### config.mk
export PLATFORM = sky130hd
export DESIGN_NAME = pid_controller_three_mode
export DESIGN_NICKNAME = d
export VERILOG_FILES = /design/src/hdl/pidc_pkg.sv /design/src/hdl/pidc_mac.sv /design/src/hdl/pid_controller_three_mode.sv
export SDC_FILE = /design/constraint.sdc
export NUM_CORES = 2
export LEC_CHECK = 0
export BUFFER_PORTS_ARGS = -buffer_cell sky130_fd_sc_hd__buf_2
export CORE_MARGIN = 4
export CORE_UTILIZATION = 60
export DETAILED_ROUTE_END_ITERATION = 8
export MAX_ROUTING_LAYER = met4
export PLACE_DENSITY = 0.89
export SLEW_MARGIN = 25
export SYNTH_ARGS = -nofsm -noshare
export SYNTH_HDL_FRONTEND = slang
export SYNTH_SLANG_ARGS = --single-unit
### constraint.sdc
create_clock -name clk -period 10.3 [get_ports clk]
set_input_delay 1.545 -clock clk [delete_from_list [all_inputs] [get_ports clk]]
set_output_delay 1.545 -clock clk [all_outputs]
set_load 0.05 [all_outputs]
### src/hdl/pidc_pkg.sv
// Shared types, widths and constants of the three-mode PID controller.
package pidc_pkg;

	// Configuration register indexes.
	localparam int CFG_IDX_W = 3;
	localparam int CFG_DATA_W = 32;
	localparam logic [CFG_IDX_W-1:0] REG_MODE       = 3'd0;
	localparam logic [CFG_IDX_W-1:0] REG_GAIN_PROP  = 3'd1;
	localparam logic [CFG_IDX_W-1:0] REG_GAIN_INTEG = 3'd2;
	localparam logic [CFG_IDX_W-1:0] REG_GAIN_DERIV = 3'd3;
	localparam logic [CFG_IDX_W-1:0] REG_ALPHA      = 3'd4;
	localparam logic [CFG_IDX_W-1:0] REG_SETPOINT   = 3'd5;

	// Mode codes; every other code runs proportional only.
	localparam logic [1:0] MODE_PLAIN = 2'd0;
	localparam logic [1:0] MODE_FILT  = 2'd1;

	// Datapath widths.
	localparam int DIG_W  = 16;              // multiplier digit of the B operand
	localparam int A_W    = 34;              // signed A operand
	localparam int B_W    = 48;              // signed B operand, three digits
	localparam int PP_W   = A_W + DIG_W + 1; // one partial product
	localparam int PROD_W = 82;              // full A times B product
	localparam int RES_W  = PROD_W - DIG_W;  // product with fraction dropped
	localparam int DRV_W  = 68;              // exact sum of the four terms
	localparam int ERR_W  = 40;
	localparam int SUM_W  = 48;
	localparam int OUT_W  = 48;

	// Digit positions of the B operand.
	localparam logic [1:0] CHUNK_LO  = 2'd0;
	localparam logic [1:0] CHUNK_MID = 2'd1;
	localparam logic [1:0] CHUNK_HI  = 2'd2;

	// Fixed-point constants.
	localparam int INTEG_LIMIT = 10000;
	localparam logic signed [A_W-1:0] FILT_OLD = 34'sd45875;
	localparam logic signed [A_W-1:0] FILT_NEW = 34'sd19661;
	localparam logic [16:0] Q_ONE = 17'h10000;
	localparam logic signed [SUM_W:0] SUM_LIM = 49'(INTEG_LIMIT * 65536);
	localparam logic signed [SUM_W:0] SUM_LIM_NEG = -SUM_LIM;
	localparam logic signed [PROD_W-1:0] ROUND_HALF = 82'sd32768;
	localparam logic signed [OUT_W-1:0] OUT_MAX = {1'b0, {(OUT_W-1){1'b1}}};
	localparam logic signed [OUT_W-1:0] OUT_MIN = {1'b1, {(OUT_W-1){1'b0}}};
	localparam logic signed [SUM_W-1:0] SUM_MAX = {1'b0, {(SUM_W-1){1'b1}}};
	localparam logic signed [SUM_W-1:0] SUM_MIN = {1'b1, {(SUM_W-1){1'b0}}};

	// Where a finished product goes.
	typedef enum logic [1:0] {
		DEST_NONE,
		DEST_KD,
		DEST_ERR,
		DEST_DRV
	} dest_t;

	typedef struct packed {
		logic       valid;
		logic       first;
		logic       last;
		logic [1:0] chunk;
		dest_t      dest;
	} mac_op_t;

	typedef struct packed {
		logic  valid;
		dest_t dest;
	} mac_res_t;

	typedef enum logic [3:0] {
		ST_IDLE,
		ST_UPD,
		ST_KD,
		ST_FOLD,
		ST_FNEW,
		ST_WAIT1,
		ST_WAIT2,
		ST_TP,
		ST_TI,
		ST_TD,
		ST_TA,
		ST_DRAIN1,
		ST_DRAIN2,
		ST_DONE
	} state_t;

endpackage

### src/hdl/pidc_mac.sv
// Shared multiply-accumulate unit: one 34 by 17 bit digit product per cycle, rounded result.
module pidc_mac import pidc_pkg::*; (
	input  logic                    clk,
	input  logic                    arst_n,
	input  mac_op_t                 op,
	input  logic signed [A_W-1:0]   a_op,
	input  logic signed [B_W-1:0]   b_op,
	output mac_res_t                res,
	output logic signed [RES_W-1:0] res_value
);

	logic signed [DIG_W:0]    digit;
	logic signed [PP_W-1:0]   pp_s1;
	mac_op_t                  op_s1;
	logic signed [PROD_W-1:0] pp_ext;
	logic signed [PROD_W-1:0] pp_shift;
	logic signed [PROD_W-1:0] acc_base;
	logic signed [PROD_W-1:0] prod_q;
	mac_res_t                 res_q;

	// The lower digits are unsigned, the top digit carries the sign of B.
	always_comb begin
		case (op.chunk)
			CHUNK_LO:  digit = {1'b0, b_op[DIG_W-1:0]};
			CHUNK_MID: digit = {1'b0, b_op[2*DIG_W-1:DIG_W]};
			default:   digit = {b_op[B_W-1], b_op[B_W-1:2*DIG_W]};
		endcase
	end

	always_ff @(posedge clk or negedge arst_n) begin
		if (!arst_n) begin
			op_s1 <= '0;
			res_q <= '0;
		end else begin
			op_s1 <= op;
			res_q.valid <= op_s1.valid && op_s1.last;
			res_q.dest <= op_s1.dest;
		end
	end

	always_ff @(posedge clk) begin
		pp_s1 <= a_op * digit;
		if (op_s1.valid) begin
			prod_q <= acc_base + pp_shift;
		end
	end

	always_comb begin
		pp_ext = PROD_W'(pp_s1);
		case (op_s1.chunk)
			CHUNK_LO:  pp_shift = pp_ext;
			CHUNK_MID: pp_shift = pp_ext <<< DIG_W;
			default:   pp_shift = pp_ext <<< (2 * DIG_W);
		endcase
		// Starting from one half makes the final shift round to nearest, ties up.
		acc_base = op_s1.first ? ROUND_HALF : prod_q;
	end

	assign res = res_q;
	assign res_value = prod_q[PROD_W-1:DIG_W];

endmodule

### src/hdl/pid_controller_three_mode.sv
// Top level of the three-mode PID controller: configuration, sequencer and state.
//
// One request on the input channel (sample_a, sample_b) yields exactly one
// request on the output channel (drive, signed Q32.16, saturated to 48 bits).
// Both channels use valid and stall; a request moves at a clock edge with
// valid high and stall low. Configuration registers are written through
// cfg_we, cfg_index and cfg_data, one register per edge; the user must write them
// only while the block is idle, as the block itself does not enforce it.
// All multiplication runs through one shared multiply-accumulate unit that takes
// one 16-bit digit of its B operand per cycle, so every product takes two or
// three digits and the sequencer walks through the products of one request.
// in_stall is high from the accept until the result is loaded into the output
// register, so a new request can be taken in the cycle after that load.
// The output register holds a finished result while out_stall is high; the
// next request is still taken and runs, and only its final load waits.
// Reset clears the configuration, the error history and the integral sum,
// and leaves the block idle with no output pending.
module pid_controller_three_mode import pidc_pkg::*; (
	input  logic                         clk,
	input  logic                         arst_n,
	input  logic                         in_valid,
	output logic                         in_stall,
	input  logic signed [15:0]           sample_a,
	input  logic signed [15:0]           sample_b,
	output logic                         out_valid,
	input  logic                         out_stall,
	output logic signed [OUT_W-1:0]      drive,
	input  logic                         cfg_we,
	input  logic [CFG_IDX_W-1:0]         cfg_index,
	input  logic [CFG_DATA_W-1:0]        cfg_data
);

	logic [1:0]         mode_q;
	logic signed [31:0] gain_prop_q;
	logic signed [31:0] gain_integ_q;
	logic signed [31:0] gain_deriv_q;
	logic [16:0]        alpha_q;
	logic signed [15:0] setpoint_q;

	state_t     state_q;
	state_t     state_nxt;
	logic [1:0] k_q;
	logic [1:0] k_nxt;

	logic signed [ERR_W-1:0] err_now_q;
	logic signed [ERR_W-1:0] err_prev_q;
	logic signed [SUM_W-1:0] err_sum_q;
	logic signed [17:0]      raw_q;
	logic signed [A_W-1:0]   kd_q;
	logic signed [ERR_W:0]   diff_q;
	logic signed [DRV_W-1:0] drv_q;
	logic signed [OUT_W-1:0] drive_q;
	logic                    out_valid_q;

	logic                    in_acc;
	logic                    full_pid;
	logic signed [17:0]      raw_in;
	logic [16:0]             alpha_sat;
	logic [16:0]             one_minus_alpha;
	logic signed [SUM_W:0]   sum_add;
	logic signed [SUM_W-1:0] sum_nxt;
	logic signed [ERR_W:0]   diff_nxt;
	logic signed [OUT_W-1:0] drive_sat;
	logic                    upd_en;
	logic                    done_load;

	mac_op_t                 op;
	logic signed [A_W-1:0]   a_op;
	logic signed [B_W-1:0]   b_op;
	mac_res_t                res;
	logic signed [RES_W-1:0] res_value;

	pidc_mac u_mac (
		.clk       (clk),
		.arst_n    (arst_n),
		.op        (op),
		.a_op      (a_op),
		.b_op      (b_op),
		.res       (res),
		.res_value (res_value)
	);

	always_ff @(posedge clk or negedge arst_n) begin
		if (!arst_n) begin
			mode_q <= '0;
			gain_prop_q <= '0;
			gain_integ_q <= '0;
			gain_deriv_q <= '0;
			alpha_q <= '0;
			setpoint_q <= '0;
		end else if (cfg_we) begin
			case (cfg_index)
				REG_MODE:       mode_q <= cfg_data[1:0];
				REG_GAIN_PROP:  gain_prop_q <= cfg_data;
				REG_GAIN_INTEG: gain_integ_q <= cfg_data;
				REG_GAIN_DERIV: gain_deriv_q <= cfg_data;
				REG_ALPHA:      alpha_q <= cfg_data[16:0];
				REG_SETPOINT:   setpoint_q <= cfg_data[15:0];
				default: ;
			endcase
		end
	end

	assign in_stall = (state_q != ST_IDLE);
	assign in_acc = in_valid && !in_stall;
	assign full_pid = (mode_q == MODE_PLAIN) || (mode_q == MODE_FILT);

	always_comb begin
		raw_in = 18'(setpoint_q) - 18'(sample_a)
			- ((mode_q == MODE_FILT) ? 18'(sample_b) : 18'sd0);
		alpha_sat = alpha_q[16] ? Q_ONE : alpha_q;
		one_minus_alpha = Q_ONE - alpha_sat;
		sum_add = 49'(err_sum_q) + 49'(err_now_q);
		diff_nxt = 41'(err_now_q) - 41'(err_prev_q);

		// Filtered mode clamps the integral to the fixed INTEG_LIMIT; plain mode saturates.
		if (mode_q == MODE_FILT) begin
			if (sum_add > SUM_LIM) begin
				sum_nxt = SUM_LIM[SUM_W-1:0];
			end else if (sum_add < SUM_LIM_NEG) begin
				sum_nxt = SUM_LIM_NEG[SUM_W-1:0];
			end else begin
				sum_nxt = sum_add[SUM_W-1:0];
			end
		end else if (sum_add[SUM_W] != sum_add[SUM_W-1]) begin
			sum_nxt = sum_add[SUM_W] ? SUM_MIN : SUM_MAX;
		end else begin
			sum_nxt = sum_add[SUM_W-1:0];
		end

		if (drv_q[DRV_W-1:OUT_W-1] == {(DRV_W-OUT_W+1){drv_q[DRV_W-1]}}) begin
			drive_sat = drv_q[OUT_W-1:0];
		end else begin
			drive_sat = drv_q[DRV_W-1] ? OUT_MIN : OUT_MAX;
		end
	end

	always_ff @(posedge clk or negedge arst_n) begin
		if (!arst_n) begin
			state_q <= ST_IDLE;
			k_q <= '0;
		end else begin
			state_q <= state_nxt;
			k_q <= k_nxt;
		end
	end

	always_comb begin
		state_nxt = state_q;
		k_nxt = k_q;
		op = '0;
		a_op = '0;
		b_op = '0;
		upd_en = 1'b0;
		done_load = 1'b0;
		case (state_q)
			ST_IDLE: begin
				if (in_acc) begin
					k_nxt = CHUNK_LO;
					case (mode_q)
						MODE_PLAIN: state_nxt = ST_UPD;
						MODE_FILT:  state_nxt = ST_KD;
						default:    state_nxt = ST_TP;
					endcase
				end
			end
			ST_UPD: begin
				upd_en = 1'b1;
				state_nxt = (mode_q == MODE_FILT) ? ST_TP : ST_KD;
			end
			ST_KD: begin
				op.valid = 1'b1;
				op.chunk = k_q;
				op.first = (k_q == CHUNK_LO);
				op.last = (k_q == CHUNK_MID);
				op.dest = DEST_KD;
				a_op = 34'(gain_deriv_q);
				b_op = {31'b0, one_minus_alpha};
				if (k_q == CHUNK_MID) begin
					k_nxt = CHUNK_LO;
					state_nxt = (mode_q == MODE_FILT) ? ST_FOLD : ST_TP;
				end else begin
					k_nxt = k_q + 2'd1;
				end
			end
			ST_FOLD: begin
				op.valid = 1'b1;
				op.chunk = k_q;
				op.first = (k_q == CHUNK_LO);
				op.dest = DEST_NONE;
				a_op = FILT_OLD;
				b_op = 48'(err_now_q);
				if (k_q == CHUNK_HI) begin
					// The new-sample term has a zero low digit, so it starts one digit up.
					k_nxt = CHUNK_MID;
					state_nxt = ST_FNEW;
				end else begin
					k_nxt = k_q + 2'd1;
				end
			end
			ST_FNEW: begin
				op.valid = 1'b1;
				op.chunk = k_q;
				op.last = (k_q == CHUNK_HI);
				op.dest = DEST_ERR;
				a_op = FILT_NEW;
				b_op = {32'(raw_q), 16'h0};
				if (k_q == CHUNK_HI) begin
					k_nxt = CHUNK_LO;
					state_nxt = ST_WAIT1;
				end else begin
					k_nxt = k_q + 2'd1;
				end
			end
			ST_WAIT1: state_nxt = ST_WAIT2;
			ST_WAIT2: state_nxt = ST_UPD;
			ST_TP, ST_TI, ST_TD, ST_TA: begin
				op.valid = 1'b1;
				op.chunk = k_q;
				op.first = (k_q == CHUNK_LO);
				op.last = (k_q == CHUNK_HI);
				op.dest = DEST_DRV;
				case (state_q)
					ST_TP: begin
						a_op = 34'(gain_prop_q);
						b_op = 48'(err_now_q);
					end
					ST_TI: begin
						a_op = 34'(gain_integ_q);
						b_op = err_sum_q;
					end
					ST_TD: begin
						a_op = kd_q;
						b_op = 48'(diff_q);
					end
					default: begin
						a_op = {17'b0, alpha_sat};
						b_op = 48'(err_prev_q);
					end
				endcase
				if (k_q == CHUNK_HI) begin
					k_nxt = CHUNK_LO;
					case (state_q)
						ST_TP:   state_nxt = full_pid ? ST_TI : ST_DRAIN1;
						ST_TI:   state_nxt = ST_TD;
						ST_TD:   state_nxt = ST_TA;
						default: state_nxt = ST_DRAIN1;
					endcase
				end else begin
					k_nxt = k_q + 2'd1;
				end
			end
			ST_DRAIN1: state_nxt = ST_DRAIN2;
			ST_DRAIN2: state_nxt = ST_DONE;
			ST_DONE: begin
				if (!out_valid_q || !out_stall) begin
					done_load = 1'b1;
					state_nxt = ST_IDLE;
				end
			end
			default: state_nxt = ST_IDLE;
		endcase
	end

	always_ff @(posedge clk or negedge arst_n) begin
		if (!arst_n) begin
			err_now_q <= '0;
			err_prev_q <= '0;
			err_sum_q <= '0;
			out_valid_q <= 1'b0;
		end else begin
			if (in_acc && mode_q != MODE_FILT) begin
				err_now_q <= {24'(raw_in), 16'h0};
			end else if (res.valid && res.dest == DEST_ERR) begin
				err_now_q <= res_value[ERR_W-1:0];
			end
			if (upd_en) begin
				err_sum_q <= sum_nxt;
			end
			if (done_load && full_pid) begin
				err_prev_q <= err_now_q;
			end
			if (done_load) begin
				out_valid_q <= 1'b1;
			end else if (!out_stall) begin
				out_valid_q <= 1'b0;
			end
		end
	end

	always_ff @(posedge clk) begin
		if (in_acc) begin
			raw_q <= raw_in;
		end
		if (res.valid && res.dest == DEST_KD) begin
			kd_q <= res_value[A_W-1:0];
		end
		if (upd_en) begin
			diff_q <= diff_nxt;
		end
		if (in_acc) begin
			drv_q <= '0;
		end else if (res.valid && res.dest == DEST_DRV) begin
			drv_q <= drv_q + DRV_W'(res_value);
		end
		if (done_load) begin
			drive_q <= drive_sat;
		end
	end

	assign out_valid = out_valid_q;
	assign drive = drive_q;

	a_busy_after_accept: assert property (@(posedge clk) disable iff (!arst_n)
		in_valid && !in_stall |=> in_stall)
		else $error("block did not leave idle after taking a request");

	a_result_while_busy: assert property (@(posedge clk) disable iff (!arst_n)
		res.valid |-> state_q != ST_IDLE)
		else $error("product finished while the sequencer was idle");

	a_drained_at_done: assert property (@(posedge clk) disable iff (!arst_n)
		state_q == ST_DONE |-> !res.valid)
		else $error("output loaded before the last product was accumulated");

	a_hold_for_slot: assert property (@(posedge clk) disable iff (!arst_n)
		state_q == ST_DONE && out_valid_q && out_stall |=> state_q == ST_DONE)
		else $error("new result loaded over a pending one");

endmodule
# Word-level counts from Yosys, hierarchy flattened
# Index checks and enable logic that the tools add are counted.
[totals] in_bits=72 ff_bits=618 out_inout_bits=50
[op_classes] add_sub_neg=8 reduce_logical=33 mul=1 eq_ne=36 n_lt_le_gt_ge=2 n_mux=44
[op_table] op="2-to-1 mux 48 bit" n=7
[op_table] op="one-hot mux 48 bit (4 select lines)" n=1
[op_table] op="one-hot mux 82 bit (2 select lines)" n=1
[op_table] op="one-hot mux 48 bit (3 select lines)" n=1
[op_table] op="one-hot mux 34 bit (4 select lines)" n=1
[op_table] op="one-hot mux 34 bit (3 select lines)" n=1
[op_table] op="adder 82 bit" n=1
[op_table] op="2-to-1 mux 82 bit" n=1
[op_table] op="2-to-1 mux 40 bit" n=2
[op_table] op="adder 68 x 66 -> 68 bit" n=1
[op_table] op="multiplier 34 x 17 -> 51 bit" n=1
[op_table] op="adder 48 x 40 -> 49 bit" n=1
[op_table] op="> comparator 49 x 31 -> 1 bit (second input constant)" n=1
[op_table] op="< comparator 49 x 31 -> 1 bit (second input constant)" n=1
[op_table] op="one-hot mux 4 bit (11 select lines)" n=1
[op_table] op="subtractor 40 x 40 -> 41 bit" n=1
[op_table] op="one-hot mux 17 bit (2 select lines)" n=1
[op_table] op="equality test 4 bit (second input constant)" n=6
[op_table] op="2-to-1 mux 4 bit" n=6
[op_table] op="equality test 20 bit" n=1
[op_table] op="2-to-1 mux 18 bit" n=1
[op_table] op="subtractor 17 x 18 -> 18 bit" n=1
[op_table] op="2-to-1 mux 17 bit" n=1
[op_table] op="subtractor 16 x 16 -> 17 bit" n=1
[op_table] op="other kinds (35)" n=83

# Depth between registers and ports, before layout
[logic_depth] word_depth=6 mapped_depth=41 depth_no_buf=38

# Cells and area by module
# From an unflattened synthesis, not the netlist that was laid out.
[hier_totals] cells_unflattened=6840 area_unflattened_um2=61358.8
[modules_own_cells] module="pidc_mac" area_each_um2=30729.5 seq_area_each_um2=3733.6 n_inst=1 cells_each=3462
[modules_own_cells] module="pid_controller_three_mode" area_each_um2=30629.4 seq_area_each_um2=12251.8 n_inst=1 cells_each=3378

# Least setup slack after synthesis
# No wires, ideal clock.
[synth_path] path_kind="reg2reg" from="register state_q[1]" to="register u_mac.pp_s1[47]" t_arrival_ns=8.944 required_ns=10.239 slack_ns=1.296 synth_period_minus_slack_ns=9.004 path_stages_with_launch=39 cell_sequence="dfrtp_1 > clkbuf_1 > nand2_1 > nor2_1 > a21oi_1 > nor2b_1 > inv_1 > nor2_1 > nand2_1 > clkbuf_1 > nand2_1 > inv_1 > nor2_1 > a22o_1 > clkbuf_1 > nor2_1 > fa_1 > inv_1 > [3 not listed] > inv_1 > fa_1 > inv_1 > fa_1 > inv_1 > ha_1 > a21o_1 > a21oi_1 > o21ai_0 > and3_1 > a211oi_1 > a211o_1 > a21o_1 > a31oi_1 > a31oi_1 > o21ai_0 > a2111oi_0 > a311o_1"
[synth_lines] item="start: declaration" line="pid_controller_three_mode.sv:40" source="state_t state_q;"
[synth_lines] item="start signal: assignment" line="pid_controller_three_mode.sv:143" source="state_q <= state_nxt;"
[synth_lines] item="end signal: assignment" line="pidc_mac.sv:42" source="pp_s1 <= a_op * digit;"
[synth_lines] item="end: declaration" line="pidc_mac.sv:13" source="logic signed [PP_W-1:0] pp_s1;"

# Final worst setup path
[layout_path] from="register state_q[1]" to="register u_mac.pp_s1[47]"
[layout_between] elab_chain_len=6 word_cells_on_any_way=17 classes_between="mul (1); eq/ne (8); mux (6); reduce/logical (2)"
[layout_rtl] item="equality test 4 x 3 -> 1 bit, or another cell as far along" line="pid_controller_three_mode.sv:156, pid_controller_three_mode.sv:223"
[layout_rtl] item="OR reduction 4 bit" line="pid_controller_three_mode.sv:156" source="case (state_q)"
[layout_rtl] item="one-hot mux 4 bit (4 select lines)" line="pid_controller_three_mode.sv:156"
[layout_rtl] item="equality test 2 x 1 -> 1 bit / logical NOT 2 bit (equally long branches)" line="pidc_mac.sv:23" source="case (op.chunk)"
[layout_rtl] item="one-hot mux 17 bit (2 select lines)" line="pidc_mac.sv:23"
[layout_rtl] item="multiplier 34 x 17 -> 51 bit (*)" line="pidc_mac.sv:42"
# Mark *: on every way between the ends. The rest lies on a longest branch, timed or not.
# A chain may end at the register's enable or synchronous reset.

==> summary.txt <==
Worst EP required = 10.85 ns
Simple-gate portion of the synthesized area = 15.4%
Crit-path slowest cell = fa_1
Total number of vias = 52700
Final Hold Violating Endpoints = 0
MaxCap Viol Count = 0
Data arrival time of the critical path = 10.64 ns
Vertical die dimension = 326 um
Clock latency on the worst-skew pair = 0.69 ns
Fraction of the mapped netlist area in compound gates = 17.6%
Pre-Repair DR Iteration Count = 9
Number of nets in the layout = 7763
Area of the placeable core = 0.100 mm2
Seq cells post-synth = 618
Number of endpoints failing setup at the final stage = 0
Layout cells sized above 1 = 9.20%
DRC violations left = 0
Worst slew margin relative to its limit = 29.9%
TritonCTS clock tree = yes
Count of buffers from port buffering = 121
CTS Buf Count = 73
Cell depth of the worst min-delay path = 0
Async SR Flop Fraction = 44.7%
Area share of the largest cell type after synthesis = 18.9%
Fin Hold WS = 0.352 ns
Largest net degree at the start of global routing = 133
Startpoint Class = flip-flop
Total congestion overflow = 0
Remaining antenna violation count = 0
Warning count from the yosys run = 0
Count of pins on the block boundary = 122
Fraction of the yosys area taken by sequential cells = 26.4%
Area Growth Syn to Fin = 8.01%
Nets in the synthesized netlist = 7781
Synthesized netlist cell count = 6763
Wire length of the first global-routing pass = 309000 um
WS Path Type = flip-flop to flip-flop
Category of the worst setup path capture point = flip-flop
Most common flop cell mapped by yosys = dfrtp_1
Critical Path Most Common Cell = fa_1
Avg Cell Area, Syn = 8.96 um2
Via density per instance = 6.50
Largest fanout on the critical path = 19
Worst hold-check path type = flip-flop to flip-flop
Average wire per cell in the routed design = 24.8 um
DRT iter0 DRCs = 6656
Clock sink count = 618
All-layer global routing usage = 38.6%
Pin slew with the least headroom to its limit = 1.04 ns
Number of cells traversed by the worst register-to-register path = 36
Final Max Slew Viols = 0
Number of buffers on the longest clock path = 3
Post-synthesis mux area share = 3.16%
Clock period minus final worst setup slack = 10.10 ns
Share of synthesized cell area in full adder, half adder and majority cells = 26.6%
EDFF count, synth = 223
H-Tree Depth = 3
Largest family of logic cells by synthesized area = adder cells
Stage delay of the slowest cell on the critical path = 0.57 ns
Initial Util = 60.5%
Final Cycle Share = 98.0%
Worst clock skew on the final layout = 0.0420 ns
Top cells by area in the synthesized netlist = fa_1, dfrtp_1, edfxtp_1
Die Outline Area = 0.106 mm2
Post-synthesis cell type with the largest combined area = fa_1
Number of antenna violations at the first check in global routing = 4
Achievable Freq = 99.0 MHz
XOR/XNOR share of the synthesized area = 4.04%
Total Wirelength = 201000 um
Horizontal extent of the die = 326 um
Global placement routability congestion = 1.06
Placed wire-length estimate after detailed placement = 156000 um
Root buf cell = clkbuf_16
Cell variety after synth = 105
Cell Area, Synth = 0.0606 mm2
Via count of the first global-routing pass = 52100
CTS clk-pin slew, worst paths = 0.06 ns
Placement Rows = 116
Result of the run = complete, no violations
## what timing repair did
action / CTS / global route
hold buffers: 0 / 0
resized for setup: 0 / 11
setup endpoints to repair: 0 / 11
endpoints found under the hold margin: 0 / 0
setup buffers: 0 / 2
## stage by stage
stage / cell area (um2) / util [%] / setup slack (ns) / instances / TNS [ns]
6_report: 65500 / 65.4 / 0.204 / 8110 / 0
5_1_grt: 65500 / 65.4 / -0.163 / 8107 / -0.439
4_1_cts: 65400 / 65.3 / 0.461 / 8100 / 0
3_5_place_dp: 62700 / 62.6 / 0.534 / 7964 / 0
3_3_place_gp: 62700 / 62.6 / 0.790 / 7964 / 0
2_1_floorplan: 60600 / - / 1.30 / 6763 / 0
## synth_stat cells (all sizes together), types with 30 or more instances
library cell / count
ha: 374
a22oi: 43
dfrtp: 276
mux2i: 44
nand4: 74
edfxtp: 223
mux2: 131
nor3: 74
nand3: 73
clkbuf: 284
a41o: 49
and3: 43
a31oi: 57
o21ai: 330
a21oi: 437
nor2b: 124
inv: 744
a211oi: 65
nand2b: 90
o21a: 49
a222oi: 48
a21o: 187
o21bai: 38
nand2: 756
xor2: 95
buf: 62
fa: 572
o211ai: 30
xnor2: 184
dfxtp: 119
a221oi: 30
and2: 65
nor2: 660
## cells in the final DEF, fill, tap and decap left out, drive strengths merged, types with 74 or more instances in the layout
cell and count:
nor2b 124, nand2 756, nand2b 90, edfxtp 223, dfrtp 276, inv 754, nand4 74, xnor2 184
mux2 131, xor2 95, a21oi 437, dfxtp 119, fa 572, nor2 661, nor3 74, o21ai 330
a21o 187, ha 374, clkbuf 103, buf 252
## path summary, 6_finish.rpt
check	startpoint	to	slack (ns)
max	state_q[1]	u_mac.pp_s1[47]	0.20
min	u_mac.op_s1[0]	u_mac.res[0]	0.35
max reg2reg	state_q[1]	u_mac.pp_s1[47]	0.20
min reg2reg	u_mac.op_s1[0]	u_mac.res[0]	0.35
max in group asynchronous	arst_n	gain_integ_q[23]	8.01
min in group asynchronous	arst_n	err_sum_q[47]	0.89
## worst max-delay path: cells and delay by family, from the launching register on
kind                       cells  cell delay, ns
adders and majority gates      7            3.36
DFF                            1            0.37
AOI/OAI and AO/OA             11            3.37
and+or+nand+nor                8            1.34
buffers and inverters         10            1.51
## sequential cells by signal (all words and copies together) (netlist names), 2 cells and up
name,count
alpha_q,17
diff_q,41
drive,48
drv_q,68
err_now_q,40
err_prev_q,40
err_sum_q,48
gain_deriv_q,32
gain_integ_q,32
gain_prop_q,32
k_q,2
kd_q,34
mode_q,2
raw_q,18
setpoint_q,16
state_q,4
u_mac.op_s1,7
u_mac.pp_s1,51
u_mac.prod_q,82
u_mac.res,3
## cell type report
| cell class | instances | area (um2) |
|---|---|---|
| antenna | 6 | 15.0 |
| clock buffer | 103 | 2220 |
| clock inverter | 33 | 427 |
| fill | 7953 | 34700 |
| inverter | 745 | 2800 |
| multi-input combinational | 5055 | 40800 |
| sequential | 618 | 16000 |
| tap | 1298 | 1620 |
| timing repair buffer | 252 | 1640 |
## logic make-up (layout without fill, tap and decap cells)
kind of cell / after synthesis / after routing
other cells: 0 / 6
simple gates: 2065 / 2066
buf+inv: 1091 / 1133
flops: 618 / 618
compound gates: 1589 / 1589
mux: 175 / 175
xor+xnor: 279 / 279
fa+ha+maj: 946 / 946
## layer usage
metal / share of wire [%] / track usage [%] / vias up / routed length [um]
met5: 0 / - / - / 0
met2: 44 / 57.6 / 3194 / 88500
met1: 37 / 48.9 / 25600 / 75500
li1: - / - / 23100 / -
met3: 11 / 8.80 / 789 / 22300
met4: 7.5 / 21.6 / 0 / 15000
Power is left out: the tool's default activity adds up to more than one toggle a clock period on the data nets, which glitch-free logic cannot reach.
